## src/hw/rtl/npt_pkg.sv

```systemverilog
// npt_pkg: shared types and constants for the node position table.
// Used by npt_entry_mem, npt_match, node_position_table and the testbench.
// No dependencies.
package npt_pkg;

    // Default table depth
    localparam int ENTRIES_DEF = 9;

    // Command codes
    localparam logic [1:0] CMD_UPDATE    = 2'd0;
    localparam logic [1:0] CMD_FIND_ID   = 2'd1;
    localparam logic [1:0] CMD_FIND_GRID = 2'd2;
    localparam logic [1:0] CMD_CLEAR     = 2'd3;

    // Reported slot index width and count ceiling
    localparam int         SLOT_W    = 4;
    localparam int         COUNT_W   = 4;
    localparam logic [3:0] COUNT_MAX = 4'd15;

    // One stored placement
    typedef struct packed {
        logic [15:0]       node;
        logic [1:0]        kind;
        logic [2:0]        turn;
        logic signed [3:0] gx;
        logic signed [3:0] gy;
        logic [7:0]        ox;
        logic [7:0]        oy;
    } entry_t;

endpackage

```

## src/hw/rtl/node_position_table.sv

```systemverilog
// node_position_table: clear drops the changed flag; result is shown the next cycle.
// Other commands scan entries 0..fill-1 through one compare unit, one entry a cycle,
// behind the memory's registered read, stopping at the first hit or the last claimed
// entry; the next transaction is taken the cycle after the result is taken, so only
// one transaction is in flight at a time.
// Reset (async, active low) empties the table at once through the fill count.
module node_position_table #(
    parameter int ENTRIES = npt_pkg::ENTRIES_DEF
) (
    input  logic              clk,
    input  logic              rst_n,
    input  logic              in_valid,
    output logic              in_ready,
    input  logic        [1:0] command,
    input  logic       [15:0] node_id,
    input  logic        [7:0] type_byte,
    input  logic        [7:0] rotation_byte,
    input  logic        [7:0] grid_byte,
    input  logic        [7:0] offset_x_byte,
    input  logic        [7:0] offset_y_byte,
    input  logic signed [3:0] query_x,
    input  logic signed [3:0] query_y,
    output logic              out_valid,
    input  logic              out_ready,
    output logic              found,
    output logic        [3:0] slot,
    output logic       [15:0] entry_id,
    output logic        [1:0] entry_type,
    output logic        [2:0] entry_rotation,
    output logic signed [3:0] entry_grid_x,
    output logic signed [3:0] entry_grid_y,
    output logic        [7:0] entry_offset_x,
    output logic        [7:0] entry_offset_y,
    output logic        [3:0] valid_count,
    output logic              changed,
    output logic              full_error
);

    localparam int IDX_W = (ENTRIES > 1) ? $clog2(ENTRIES) : 1;
    localparam int CNT_W = $clog2(ENTRIES + 1);
    localparam int SLOT_W = npt_pkg::SLOT_W;

    localparam logic [1:0] ST_IDLE = 2'd0;
    localparam logic [1:0] ST_SCAN = 2'd1;
    localparam logic [1:0] ST_DONE = 2'd2;

    // Control state
    logic [1:0]       state_reg, state_next;
    logic [CNT_W-1:0] issue_reg, issue_next;
    logic             rd_valid_reg, rd_valid_next;
    logic [IDX_W-1:0] rd_idx_reg, rd_idx_next;
    logic [CNT_W-1:0] fill_reg, fill_next;
    logic             changed_reg, changed_next;

    // Transaction payload and result
    logic [1:0]        cmd_reg, cmd_next;
    npt_pkg::entry_t   new_reg, new_next;
    logic signed [3:0] qx_reg, qx_next;
    logic signed [3:0] qy_reg, qy_next;
    logic              found_reg, found_next;
    logic [SLOT_W-1:0] slot_reg, slot_next;
    npt_pkg::entry_t   res_reg, res_next;
    logic              full_reg, full_next;

    // Memory and compare unit hookup
    logic             wr_en;
    logic [IDX_W-1:0] wr_addr;
    logic             rd_en;
    npt_pkg::entry_t  rd_data;
    logic             hit;

    logic [IDX_W+SLOT_W-1:0] rd_idx_ext;
    logic [IDX_W+SLOT_W-1:0] fill_idx_ext;
    logic [CNT_W+npt_pkg::COUNT_W-1:0] fill_ext;

    logic in_fire;

    assign in_ready  = (state_reg == ST_IDLE);
    assign out_valid = (state_reg == ST_DONE);
    assign in_fire   = in_valid && in_ready;

    assign rd_idx_ext   = {{SLOT_W{1'b0}}, rd_idx_reg};
    assign fill_idx_ext = {{SLOT_W{1'b0}}, fill_reg[IDX_W-1:0]};
    assign fill_ext     = {{npt_pkg::COUNT_W{1'b0}}, fill_reg};

    npt_entry_mem #(
        .ENTRIES (ENTRIES),
        .IDX_W   (IDX_W)
    ) u_mem (
        .clk     (clk),
        .wr_en   (wr_en),
        .wr_addr (wr_addr),
        .wr_data (new_reg),
        .rd_en   (rd_en),
        .rd_addr (issue_reg[IDX_W-1:0]),
        .rd_data (rd_data)
    );

    npt_match u_match (
        .cmd    (cmd_reg),
        .key_id (new_reg.node),
        .key_x  (qx_reg),
        .key_y  (qy_reg),
        .entry  (rd_data),
        .hit    (hit)
    );

    // Sequencer: accept, scan with one read in flight, finish, hand off
    always_comb
    begin
        state_next    = state_reg;
        issue_next    = issue_reg;
        rd_valid_next = rd_valid_reg;
        rd_idx_next   = rd_idx_reg;
        fill_next     = fill_reg;
        changed_next  = changed_reg;
        cmd_next      = cmd_reg;
        new_next      = new_reg;
        qx_next       = qx_reg;
        qy_next       = qy_reg;
        found_next    = found_reg;
        slot_next     = slot_reg;
        res_next      = res_reg;
        full_next     = full_reg;
        wr_en         = 1'b0;
        wr_addr       = rd_idx_reg;
        rd_en         = 1'b0;

        case (state_reg)
            ST_IDLE:
            begin
                if (in_fire)
                begin
                    cmd_next      = command;
                    new_next.node = node_id;
                    new_next.kind = type_byte[1:0];
                    new_next.turn = rotation_byte[2:0];
                    new_next.gx   = grid_byte[3:0];
                    new_next.gy   = grid_byte[7:4];
                    new_next.ox   = offset_x_byte;
                    new_next.oy   = offset_y_byte;
                    qx_next       = query_x;
                    qy_next       = query_y;
                    found_next    = 1'b0;
                    slot_next     = '0;
                    res_next      = '0;
                    full_next     = 1'b0;
                    issue_next    = '0;
                    rd_valid_next = 1'b0;
                    if (command == npt_pkg::CMD_CLEAR)
                    begin
                        changed_next = 1'b0;
                        state_next   = ST_DONE;
                    end
                    else
                    begin
                        if (command == npt_pkg::CMD_UPDATE)
                        begin
                            changed_next = 1'b1;
                        end
                        state_next = ST_SCAN;
                    end
                end
            end

            ST_SCAN:
            begin
                if (rd_valid_reg && hit)
                begin
                    // First matching entry
                    found_next = 1'b1;
                    slot_next  = rd_idx_ext[SLOT_W-1:0];
                    if (cmd_reg == npt_pkg::CMD_UPDATE)
                    begin
                        wr_en    = 1'b1;
                        wr_addr  = rd_idx_reg;
                        res_next = new_reg;
                    end
                    else
                    begin
                        res_next = rd_data;
                    end
                    rd_valid_next = 1'b0;
                    state_next    = ST_DONE;
                end
                else if (!rd_valid_reg && (issue_reg >= fill_reg))
                begin
                    // All claimed entries checked without a match
                    if (cmd_reg == npt_pkg::CMD_UPDATE)
                    begin
                        if (fill_reg < CNT_W'(ENTRIES))
                        begin
                            wr_en      = 1'b1;
                            wr_addr    = fill_reg[IDX_W-1:0];
                            fill_next  = fill_reg + 1'b1;
                            found_next = 1'b1;
                            slot_next  = fill_idx_ext[SLOT_W-1:0];
                            res_next   = new_reg;
                        end
                        else
                        begin
                            full_next = 1'b1;
                        end
                    end
                    state_next = ST_DONE;
                end
                else
                begin
                    // Issue next read while comparing the previous one
                    rd_en         = (issue_reg < fill_reg);
                    rd_valid_next = rd_en;
                    rd_idx_next   = issue_reg[IDX_W-1:0];
                    if (rd_en)
                    begin
                        issue_next = issue_reg + 1'b1;
                    end
                end
            end

            ST_DONE:
            begin
                if (out_ready)
                begin
                    state_next = ST_IDLE;
                end
            end

            default:
            begin
                state_next = ST_IDLE;
            end
        endcase
    end

    // Control registers
    always_ff @(posedge clk or negedge rst_n)
    begin
        if (!rst_n)
        begin
            state_reg    <= ST_IDLE;
            issue_reg    <= '0;
            rd_valid_reg <= 1'b0;
            rd_idx_reg   <= '0;
            fill_reg     <= '0;
            changed_reg  <= 1'b0;
        end
        else
        begin
            state_reg    <= state_next;
            issue_reg    <= issue_next;
            rd_valid_reg <= rd_valid_next;
            rd_idx_reg   <= rd_idx_next;
            fill_reg     <= fill_next;
            changed_reg  <= changed_next;
        end
    end

    // Payload and result registers
    always_ff @(posedge clk)
    begin
        cmd_reg   <= cmd_next;
        new_reg   <= new_next;
        qx_reg    <= qx_next;
        qy_reg    <= qy_next;
        found_reg <= found_next;
        slot_reg  <= slot_next;
        res_reg   <= res_next;
        full_reg  <= full_next;
    end

    // Result ports
    assign found          = found_reg;
    assign slot           = slot_reg;
    assign entry_id       = res_reg.node;
    assign entry_type     = res_reg.kind;
    assign entry_rotation = res_reg.turn;
    assign entry_grid_x   = res_reg.gx;
    assign entry_grid_y   = res_reg.gy;
    assign entry_offset_x = res_reg.ox;
    assign entry_offset_y = res_reg.oy;
    assign changed        = changed_reg;
    assign full_error     = full_reg;

    // Claimed count, saturating
    assign valid_count = (fill_ext > (CNT_W + npt_pkg::COUNT_W)'(npt_pkg::COUNT_MAX))
                         ? npt_pkg::COUNT_MAX
                         : fill_ext[npt_pkg::COUNT_W-1:0];

endmodule

```

## src/hw/rtl/npt_entry_mem.sv

```systemverilog
// npt_entry_mem: placement storage, one write port and one registered read port.
// Depends on npt_pkg (entry_t, ENTRIES_DEF).
// Contents are undefined until written; validity is tracked by the fill count.
module npt_entry_mem #(
    parameter int ENTRIES = npt_pkg::ENTRIES_DEF,
    parameter int IDX_W   = (ENTRIES > 1) ? $clog2(ENTRIES) : 1
) (
    input  logic               clk,
    input  logic               wr_en,
    input  logic [IDX_W-1:0]   wr_addr,
    input  npt_pkg::entry_t    wr_data,
    input  logic               rd_en,
    input  logic [IDX_W-1:0]   rd_addr,
    output npt_pkg::entry_t    rd_data
);

    npt_pkg::entry_t mem [ENTRIES];
    npt_pkg::entry_t rd_data_reg;

    // Write and registered read
    always_ff @(posedge clk)
    begin
        if (wr_en)
        begin
            mem[wr_addr] <= wr_data;
        end
        if (rd_en)
        begin
            rd_data_reg <= mem[rd_addr];
        end
    end

    assign rd_data = rd_data_reg;

endmodule

```

## src/hw/rtl/npt_match.sv

```systemverilog
// npt_match: shared key compare unit, reused for every entry of a scan.
// Depends on npt_pkg (entry_t, command codes).
// Update and find-by-id match on node id; find-by-grid matches on grid x and y.
module npt_match (
    input  logic               [1:0] cmd,
    input  logic              [15:0] key_id,
    input  logic signed        [3:0] key_x,
    input  logic signed        [3:0] key_y,
    input  npt_pkg::entry_t          entry,
    output logic                     hit
);

    // Select the key by command
    always_comb
    begin
        case (cmd)
            npt_pkg::CMD_UPDATE,
            npt_pkg::CMD_FIND_ID:   hit = (entry.node == key_id);
            npt_pkg::CMD_FIND_GRID: hit = (entry.gx == key_x) && (entry.gy == key_y);
            default:                hit = 1'b0;
        endcase
    end

endmodule

```

## config.mk

```make
export PLATFORM = sky130hd
export DESIGN_NAME = node_position_table
export DESIGN_NICKNAME = d
export VERILOG_FILES = /design/src/hw/rtl/npt_pkg.sv /design/src/hw/rtl/node_position_table.sv /design/src/hw/rtl/npt_entry_mem.sv /design/src/hw/rtl/npt_match.sv
export SDC_FILE = /design/constraint.sdc
export NUM_CORES = 1
export LEC_CHECK = 0
export BUFFER_PORTS_ARGS = -buffer_cell sky130_fd_sc_hd__buf_2
export CAP_MARGIN = 15
export CORE_MARGIN = 1.5
export CORE_UTILIZATION = 50
export CTS_CLUSTER_DIAMETER = 50
export DETAILED_ROUTE_END_ITERATION = 12
export GPL_ROUTABILITY_DRIVEN = 0
export HOLD_SLACK_MARGIN = 0.02
export PLACE_DENSITY = 0.7
export SETUP_SLACK_MARGIN = 0.05
export SLEW_MARGIN = 20
export SYNTH_ARGS = -nofsm -noshare
export SYNTH_HDL_FRONTEND = slang
export SYNTH_SLANG_ARGS = --single-unit
```

## constraint.sdc

```tcl
create_clock -name clk -period 5.6 [get_ports clk]
set_input_delay 0.84 -clock clk [delete_from_list [all_inputs] [get_ports clk]]
set_output_delay 0.84 -clock clk [all_outputs]
set_load 0.01 [all_outputs]
```

## Word level (Yosys, flattened, before mapping)

Memories as Yosys holds them, arrays and structs flattened. A register that Yosys moved wholly into a read port is not among the register bits.
Index checks and enable logic that the tools add are counted.

| storage, ports and cells | value |
|---|---|
| output and inout bits | 58 |
| bits in writable memories | 405 |
| bits in registers | 122 |
| memories | 1 |
| word-level logic and storage cells | 132 |

| operators by class | value |
|---|---|
| order comparisons | 4 |
| reductions and logical operators | 20 |
| add/sub/neg operators | 2 |
| equality and inequality tests | 20 |
| bitwise operators | 2 |
| multiplexer cells | 57 |

Memories:

| name | words | bits a word | rd ports | clocked after Yosys merged registers in | wr ports | RTL line | text |
|---|---|---|---|---|---|---|---|
| u_mem.mem | 9 | 45 | 1 | 1 | 1 | npt_entry_mem.sv:17 | `npt_pkg::entry_t mem [ENTRIES];` |

Operators by type and width:

| cell | number |
|---|---|
| two-way mux 45 bit | 6 |
| one-hot mux 45 bit (2 select lines) | 1 |
| two-way mux 4 bit | 14 |
| two-way mux 1 bit | 24 |
| == test 16 bit | 1 |
| one-hot mux 4 bit (2 select lines) | 2 |
| AND reduction 5 bit | 3 |
| != test 2 bit (second input constant) | 6 |
| != test 3 bit (second input constant) | 4 |
| AND reduction 3 bit | 4 |
| two-way mux 2 bit | 5 |
| adder 4 x 1 -> 4 bit (second input constant) | 2 |
| == test 4 bit | 2 |
| one-hot mux 1 bit (2 select lines) | 4 |
| == test 2 bit (second input constant) | 3 |
| logical NOT 2 bit | 3 |
| one-hot mux 2 bit (3 select lines) | 1 |
| AND reduction 6 bit | 1 |
| == test 2 x 1 -> 1 bit (second input constant) | 2 |
| greater-or-equal comparator 4 bit | 1 |
| > comparator 4 bit (second input constant) | 1 |
| logical AND 1 bit | 4 |
| less-than comparator 4 bit | 1 |
| less-than comparator 4 bit (second input constant) | 1 |
| 6 further kinds | 9 |

## Logic depth before layout (Yosys ltp)

| depth | value |
|---|---|
| word-level depth | 8 |
| mapped depth | 10 |
| gate-level depth less buffers | 8 |

## Hierarchy

From an unflattened synthesis, not the netlist that was laid out.

| unflattened totals | value |
|---|---|
| cell total of the unflattened synthesis | 1291 |
| area, all modules | 22467.8 um^2 |

Modules (own cells, without submodules):

| module | times used | area each (um^2) | cells each | sequential area each (um^2) |
|---|---|---|---|---|
| npt_entry_mem | 1 | 17222.8 | 877 | 13513.0 |
| node_position_table | 1 | 4968.5 | 380 | 3583.4 |
| npt_match | 1 | 276.5 | 34 | 0.0 |

## Worst setup path after synthesis

Ideal clock, no wire load.

| timing | value |
|---|---|
| path type | register to register |
| start point | register issue_reg[0] |
| end point | memory u_mem.mem[7][0] in the netlist's numbering (enable) |
| period minus slack after synthesis | 6.026 ns |
| required time | 5.096 ns |
| data arrival time | 5.522 ns |
| buffers on the path | 2 |
| path slack | -0.426 ns |
| setup time | 0.504 ns |
| cell stages (with the launch flop) | 11 |
| cell sequence | dfrtp_1 clkbuf_1 buf_1 inv_1 ha_1 nor2b_1 o211ai_1 a311o_1 a21oi_4 mux2_2 nor3_1 |

| between the ends | value |
|---|---|
| cells in the longest elaborated chain, start to end | 7 |
| elaborated cells on any way between the ends | 10 |
| classes of those cells | order compare: 1; mux: 8; reduce/logical: 1 |

RTL lines:

| what | RTL line | text |
|---|---|---|
| start: declaration | node_position_table.sv:49 | `logic [CNT_W-1:0] issue_reg, issue_next;` |
| start signal: assignment | node_position_table.sv:250 | `issue_reg <= issue_next;` |
| greater-or-equal comparator 4 bit * | node_position_table.sv:186 | `else if (!rd_valid_reg && (issue_reg >= fill_reg))` |
| logical AND 1 bit * | node_position_table.sv:186 |  |
| two-way mux 1 bit | node_position_table.sv:186 |  |
| two-way mux 1 bit | node_position_table.sv:168 | `if (rd_valid_reg && hit)` |
| two-way mux 1 bit | node_position_table.sv:129 | `case (state_reg)` |
| two-way mux 1 bit | npt_entry_mem.sv:23 | `if (wr_en)` |
| two-way mux 1 bit (not written as such) | npt_entry_mem.sv:25 | `mem[wr_addr] <= wr_data;` |
| end: declaration | npt_entry_mem.sv:17 |  |

Mark *: on every way between the ends. The rest lies on a longest branch, timed or not.

## Worst setup path after layout

| timing | value |
|---|---|
| start point | register issue_reg[1] |
| end point | memory u_mem.mem[8][21] in the netlist's numbering (enable) |

The elaborated chain is that of the path after synthesis.

==> metrics.txt <==
# TYPE chip_impl_metric gauge
chip_impl_metric{name="synth_edf_count",unit=""} 556
chip_impl_info{name="root_buffer",value="sky130_fd_sc_hd__clkbuf_16"} 1
chip_impl_metric{name="final.period_utilization",unit="%"} 71.3
chip_impl_metric{name="antenna_cells",unit=""} 0
chip_impl_metric{name="power_density",unit="nW/µm²"} 461
chip_impl_metric{name="placementRows",unit=""} 76
chip_impl_metric{name="layout.nets",unit=""} 1371
chip_impl_metric{name="slew_headroom",unit="%"} 27.9
chip_impl_metric{name="final_period_minus_worst_setup_slack",unit="ns"} 3.99
chip_impl_metric{name="report.power.total",unit="mW"} 11.7
chip_impl_metric{name="dp.final_hpwl",unit="µm"} 25900
chip_impl_info{name="worst-setup-path-type",value="reg -> reg"} 1
chip_impl_info{name="critical_path.startpoint_type",value="register"} 1
chip_impl_metric{name="synth_nets",unit=""} 1230
chip_impl_metric{name="timing.fmax",unit="MHz"} 250
chip_impl_metric{name="first_global_vias",unit=""} 11500
chip_impl_info{name="cp-end-kind",value="register"} 1
chip_impl_info{name="worst_setup_path_startpoint",value="issue_reg[1]$_DFFE_PN0P_"} 1
chip_impl_metric{name="path_clk_slew",unit="ns"} 0.06
chip_impl_metric{name="cts_setup_buffers",unit=""} 0
chip_impl_info{name="rsz0062_at_grt",value="no"} 1
chip_impl_metric{name="drc_violations_left",unit=""} 0
chip_impl_metric{name="drtAntennaViolNets",unit=""} 0
chip_impl_metric{name="cp_max_fo",unit=""} 38
chip_impl_metric{name="clock_latency_reported_for_the_late_side_of_the_worst_skew_pair",unit="ns"} 0.62
chip_impl_info{name="status",value="complete, no violations"} 1
chip_impl_metric{name="fin_hold_ws",unit="ns"} 0.151
chip_impl_info{name="clock_tree_from_tritoncts",value="done"} 1
chip_impl_metric{name="vias",unit=""} 11300
chip_impl_info{name="worstHoldPathType",value="in -> async"} 1
chip_impl_info{name="synth.cells.most_frequent",value="556 x sky130_fd_sc_hd__edfxtp_1, 91 x sky130_fd_sc_hd__o21ai_0, 90 x sky130_fd_sc_hd__mux4_2"} 1
chip_impl_metric{name="avgViaCountPerCell",unit=""} 5.89
chip_impl_metric{name="portBuffers",unit=""} 116
chip_impl_metric{name="initialDrtViolationCount",unit=""} 1195
chip_impl_metric{name="grt_pass1_wl",unit="µm"} 71000
chip_impl_info{name="synthTopCellsByArea",value="sky130_fd_sc_hd__edfxtp_1 76%, sky130_fd_sc_hd__mux4_2 9.2%, sky130_fd_sc_hd__mux2i_1 2.4%"} 1
chip_impl_metric{name="p_leak",unit="nW"} 8.06
chip_impl_metric{name="overflow",unit=""} 0
chip_impl_metric{name="worst_ir_drop_vdd",unit="mV"} 0.272
chip_impl_metric{name="io_pins",unit=""} 128
chip_impl_metric{name="die_height",unit="µm"} 213
chip_impl_metric{name="maximum_number_of_pins_on_one_net_before_global_route_repair",unit=""} 95
chip_impl_metric{name="r2r_setup_slack",unit="ns"} 1.61
chip_impl_metric{name="setup_viol_count_final",unit=""} 0
chip_impl_metric{name="synth_warnings",unit=""} 0
chip_impl_metric{name="post_cts_resize_count",unit=""} 0
chip_impl_metric{name="yosysTopAreaCellShare",unit="%"} 75.7
chip_impl_metric{name="finish.instance_area",unit="µm²"} 25400
chip_impl_metric{name="core-area",unit="µm²"} 43300
chip_impl_metric{name="cts_htree_levels",unit=""} 2
chip_impl_info{name="synth_largest_area_cell",value="sky130_fd_sc_hd__edfxtp_1"} 1
chip_impl_metric{name="final_layout_size_suffix_gt1_share",unit="%"} 27.2
chip_impl_metric{name="power_frac_clock",unit="%"} 33.6
chip_impl_metric{name="final.setup.worst_slack",unit="ns"} 1.61
chip_impl_metric{name="logic_gate_share_of_total_power",unit="%"} 17.1
chip_impl_metric{name="slew_violations",unit=""} 0
chip_impl_info{name="critical_path.reg2reg.startpoint",value="issue_reg[1]$_DFFE_PN0P_"} 1
chip_impl_metric{name="max_cap_viol_count",unit=""} 0
chip_impl_metric{name="die_w",unit="µm"} 213
chip_impl_metric{name="worstRegToRegCells",unit=""} 8
chip_impl_metric{name="largest_register_ffs",unit=""} 405
chip_impl_metric{name="preCtsSetupSlack",unit="ns"} 1.61
chip_impl_metric{name="p_sw_share",unit="%"} 27.2
chip_impl_info{name="yosysMostFrequentCell",value="sky130_fd_sc_hd__edfxtp_1"} 1
chip_impl_info{name="endpoint",value="u_mem.mem[8][21]$_DFFE_PP_"} 1
chip_impl_metric{name="drt_pass_1_iters",unit=""} 5
chip_impl_info{name="regToRegEndpoint",value="u_mem.mem[8][21]$_DFFE_PP_"} 1
chip_impl_metric{name="cp.required",unit="ns"} 5.85
chip_impl_metric{name="number_of_instances_in_the_synthesized_netlist",unit=""} 1152
chip_impl_metric{name="gr-usage-all-layers",unit="%"} 21.7
chip_impl_metric{name="switching_power",unit="mW"} 3.19
chip_impl_metric{name="num_cts_buffers",unit=""} 57
chip_impl_metric{name="avgSynthCellArea",unit="µm²"} 19.1
chip_impl_metric{name="ys_seq_elements",unit=""} 572
chip_impl_metric{name="synth_async_sr_flop_share",unit="%"} 2.80
chip_impl_metric{name="dieArea",unit="µm²"} 45400
chip_impl_metric{name="placed_cell_area",unit="µm²"} 23400
chip_impl_metric{name="setup_tns",unit="ns"} 0
chip_impl_metric{name="power.share.sequential",unit="%"} 49.3
chip_impl_metric{name="p_int",unit="mW"} 8.53
chip_impl_metric{name="seq_area_frac_synth",unit="%"} 77.5
chip_impl_metric{name="buffer_levels_on_the_longest_clock_path",unit=""} 3
chip_impl_metric{name="filler_cell_count",unit=""} 3121
chip_impl_metric{name="cts_hold_repair.buffers",unit=""} 0
chip_impl_metric{name="initial_cell_density_of_the_core",unit="%"} 51.0
chip_impl_metric{name="synth.lib_cells_used.distinct",unit=""} 48
chip_impl_metric{name="route.final.wire_length",unit="µm"} 48200
chip_impl_metric{name="drt-wirelength-per-cell",unit="µm"} 25.0
chip_impl_metric{name="hold_violations",unit=""} 0
chip_impl_metric{name="timing.clock.skew",unit="ns"} 0.0334
chip_impl_metric{name="antenna_found_initial",unit=""} 0
chip_impl_metric{name="clkSinkCount",unit=""} 572
chip_impl_info{name="synth_flop_cell",value="sky130_fd_sc_hd__edfxtp_1"} 1
chip_impl_metric{name="worst-endpoint-arrival",unit="ns"} 4.24
chip_impl_metric{name="areaGrowthSynthToFinish",unit="%"} 15.3
chip_impl_metric{name="syn-cell-area",unit="µm²"} 22000
chip_impl_metric{name="tightest_slew",unit="ns"} 1.08
## final cells by class
| class | instances | area [µm²] | area share, % |
|---|---|---|---|
| Sequential cell | 572 | 17100 | 67.3 |
| Multi-Input combinational cell | 504 | 4720 | 18.6 |
| Clock buffer | 62 | 1450 | 5.69 |
| Timing Repair Buffer | 148 | 837 | 3.29 |
| Tap cell | 585 | 732 | 2.88 |
| Clock inverter | 44 | 536 | 2.11 |
| Inverter | 10 | 42.5 | 0.167 |
## per-stage QoR
step	util (%)	instances
floorplan	-	1152
global placement	54.2	1819
detailed placement	54.2	1819
CTS	58.7	1925
global route	58.8	1925
finish	58.8	1925
## metal layers
metal	track usage, %	vias up	part of all wire, %
met1	29.8	5881	42
li1	-	4908	-
met5	0	-	0
met2	36.2	465	50
met3	3.35	90	6.2
met4	6.33	0	2.3
## critical path, cell delays in order, from the launching register on
cell	delay, ns
sky130_fd_sc_hd__dfrtp_4	0.71
sky130_fd_sc_hd__ha_1	0.40
sky130_fd_sc_hd__nor2b_1	0.13
sky130_fd_sc_hd__o211ai_1	0.13
sky130_fd_sc_hd__a311o_1	0.47
sky130_fd_sc_hd__a21oi_4	0.34
sky130_fd_sc_hd__mux2i_1	0.28
sky130_fd_sc_hd__nor4_4	0.60
sky130_fd_sc_hd__buf_4	0.55
## power groups by stage
| stage | clock network (mW) | logic [mW] | registers [mW] |
|---|---|---|---|
| 2_1_floorplan | 0 | 1.26 | 5.80 |
| 3_5_place_dp | 0 | 2.02 | 5.86 |
| 3_3_place_gp | 0 | 1.99 | 5.84 |
| 5_1_grt | 4.17 | 2.17 | 5.83 |
| 4_1_cts | 4.01 | 2.03 | 5.78 |
| 6_report | 3.94 | 2.01 | 5.78 |
## layout by cell type, fill, tap and decap left out, drive strengths merged, types with 16 or more instances in the layout
cell	count
buf	148
dfrtp	16
a21oi	49
nand2	58
xnor2	17
mux2i	52
o21ai	98
clkinv	26
nand3	53
mux4	90
clkbuf	62
edfxtp	556
## worst min path at each step
| stage | start | end | slack, ns | cells past startpoint |
|---|---|---|---|---|
| final | rst_n | fill_reg[3]$_DFFE_PN0P_ | 0.15 | 1 |
| after floorplan | u_mem.mem[8][43]$_DFFE_PP_ | u_mem.rd_data[43]$_DFFE_PP_ | 0.50 | 2 |
| after global placement | u_mem.mem[8][2]$_DFFE_PP_ | u_mem.rd_data[2]$_DFFE_PP_ | 0.50 | 2 |
| after detailed placement | u_mem.mem[8][31]$_DFFE_PP_ | u_mem.rd_data[31]$_DFFE_PP_ | 0.51 | 2 |
| after global routing | rst_n | rd_idx_reg[3]$_DFFE_PN0P_ | 0.15 | 1 |
| after CTS | rst_n | rd_idx_reg[3]$_DFFE_PN0P_ | 0.12 | 1 |
## kinds of logic after synthesis
kind of cell | synth area share (%)
AND/OR/NAND/NOR | 3.30
AO/OA/AOI/OAI | 4.25
buffers and inverters | 1.62
flip-flops | 77.5
multiplexers | 11.8
XOR/XNOR | 1.03
adder cells (fa/ha/maj) | 0.454
Power figures use the tool's default switching activity.
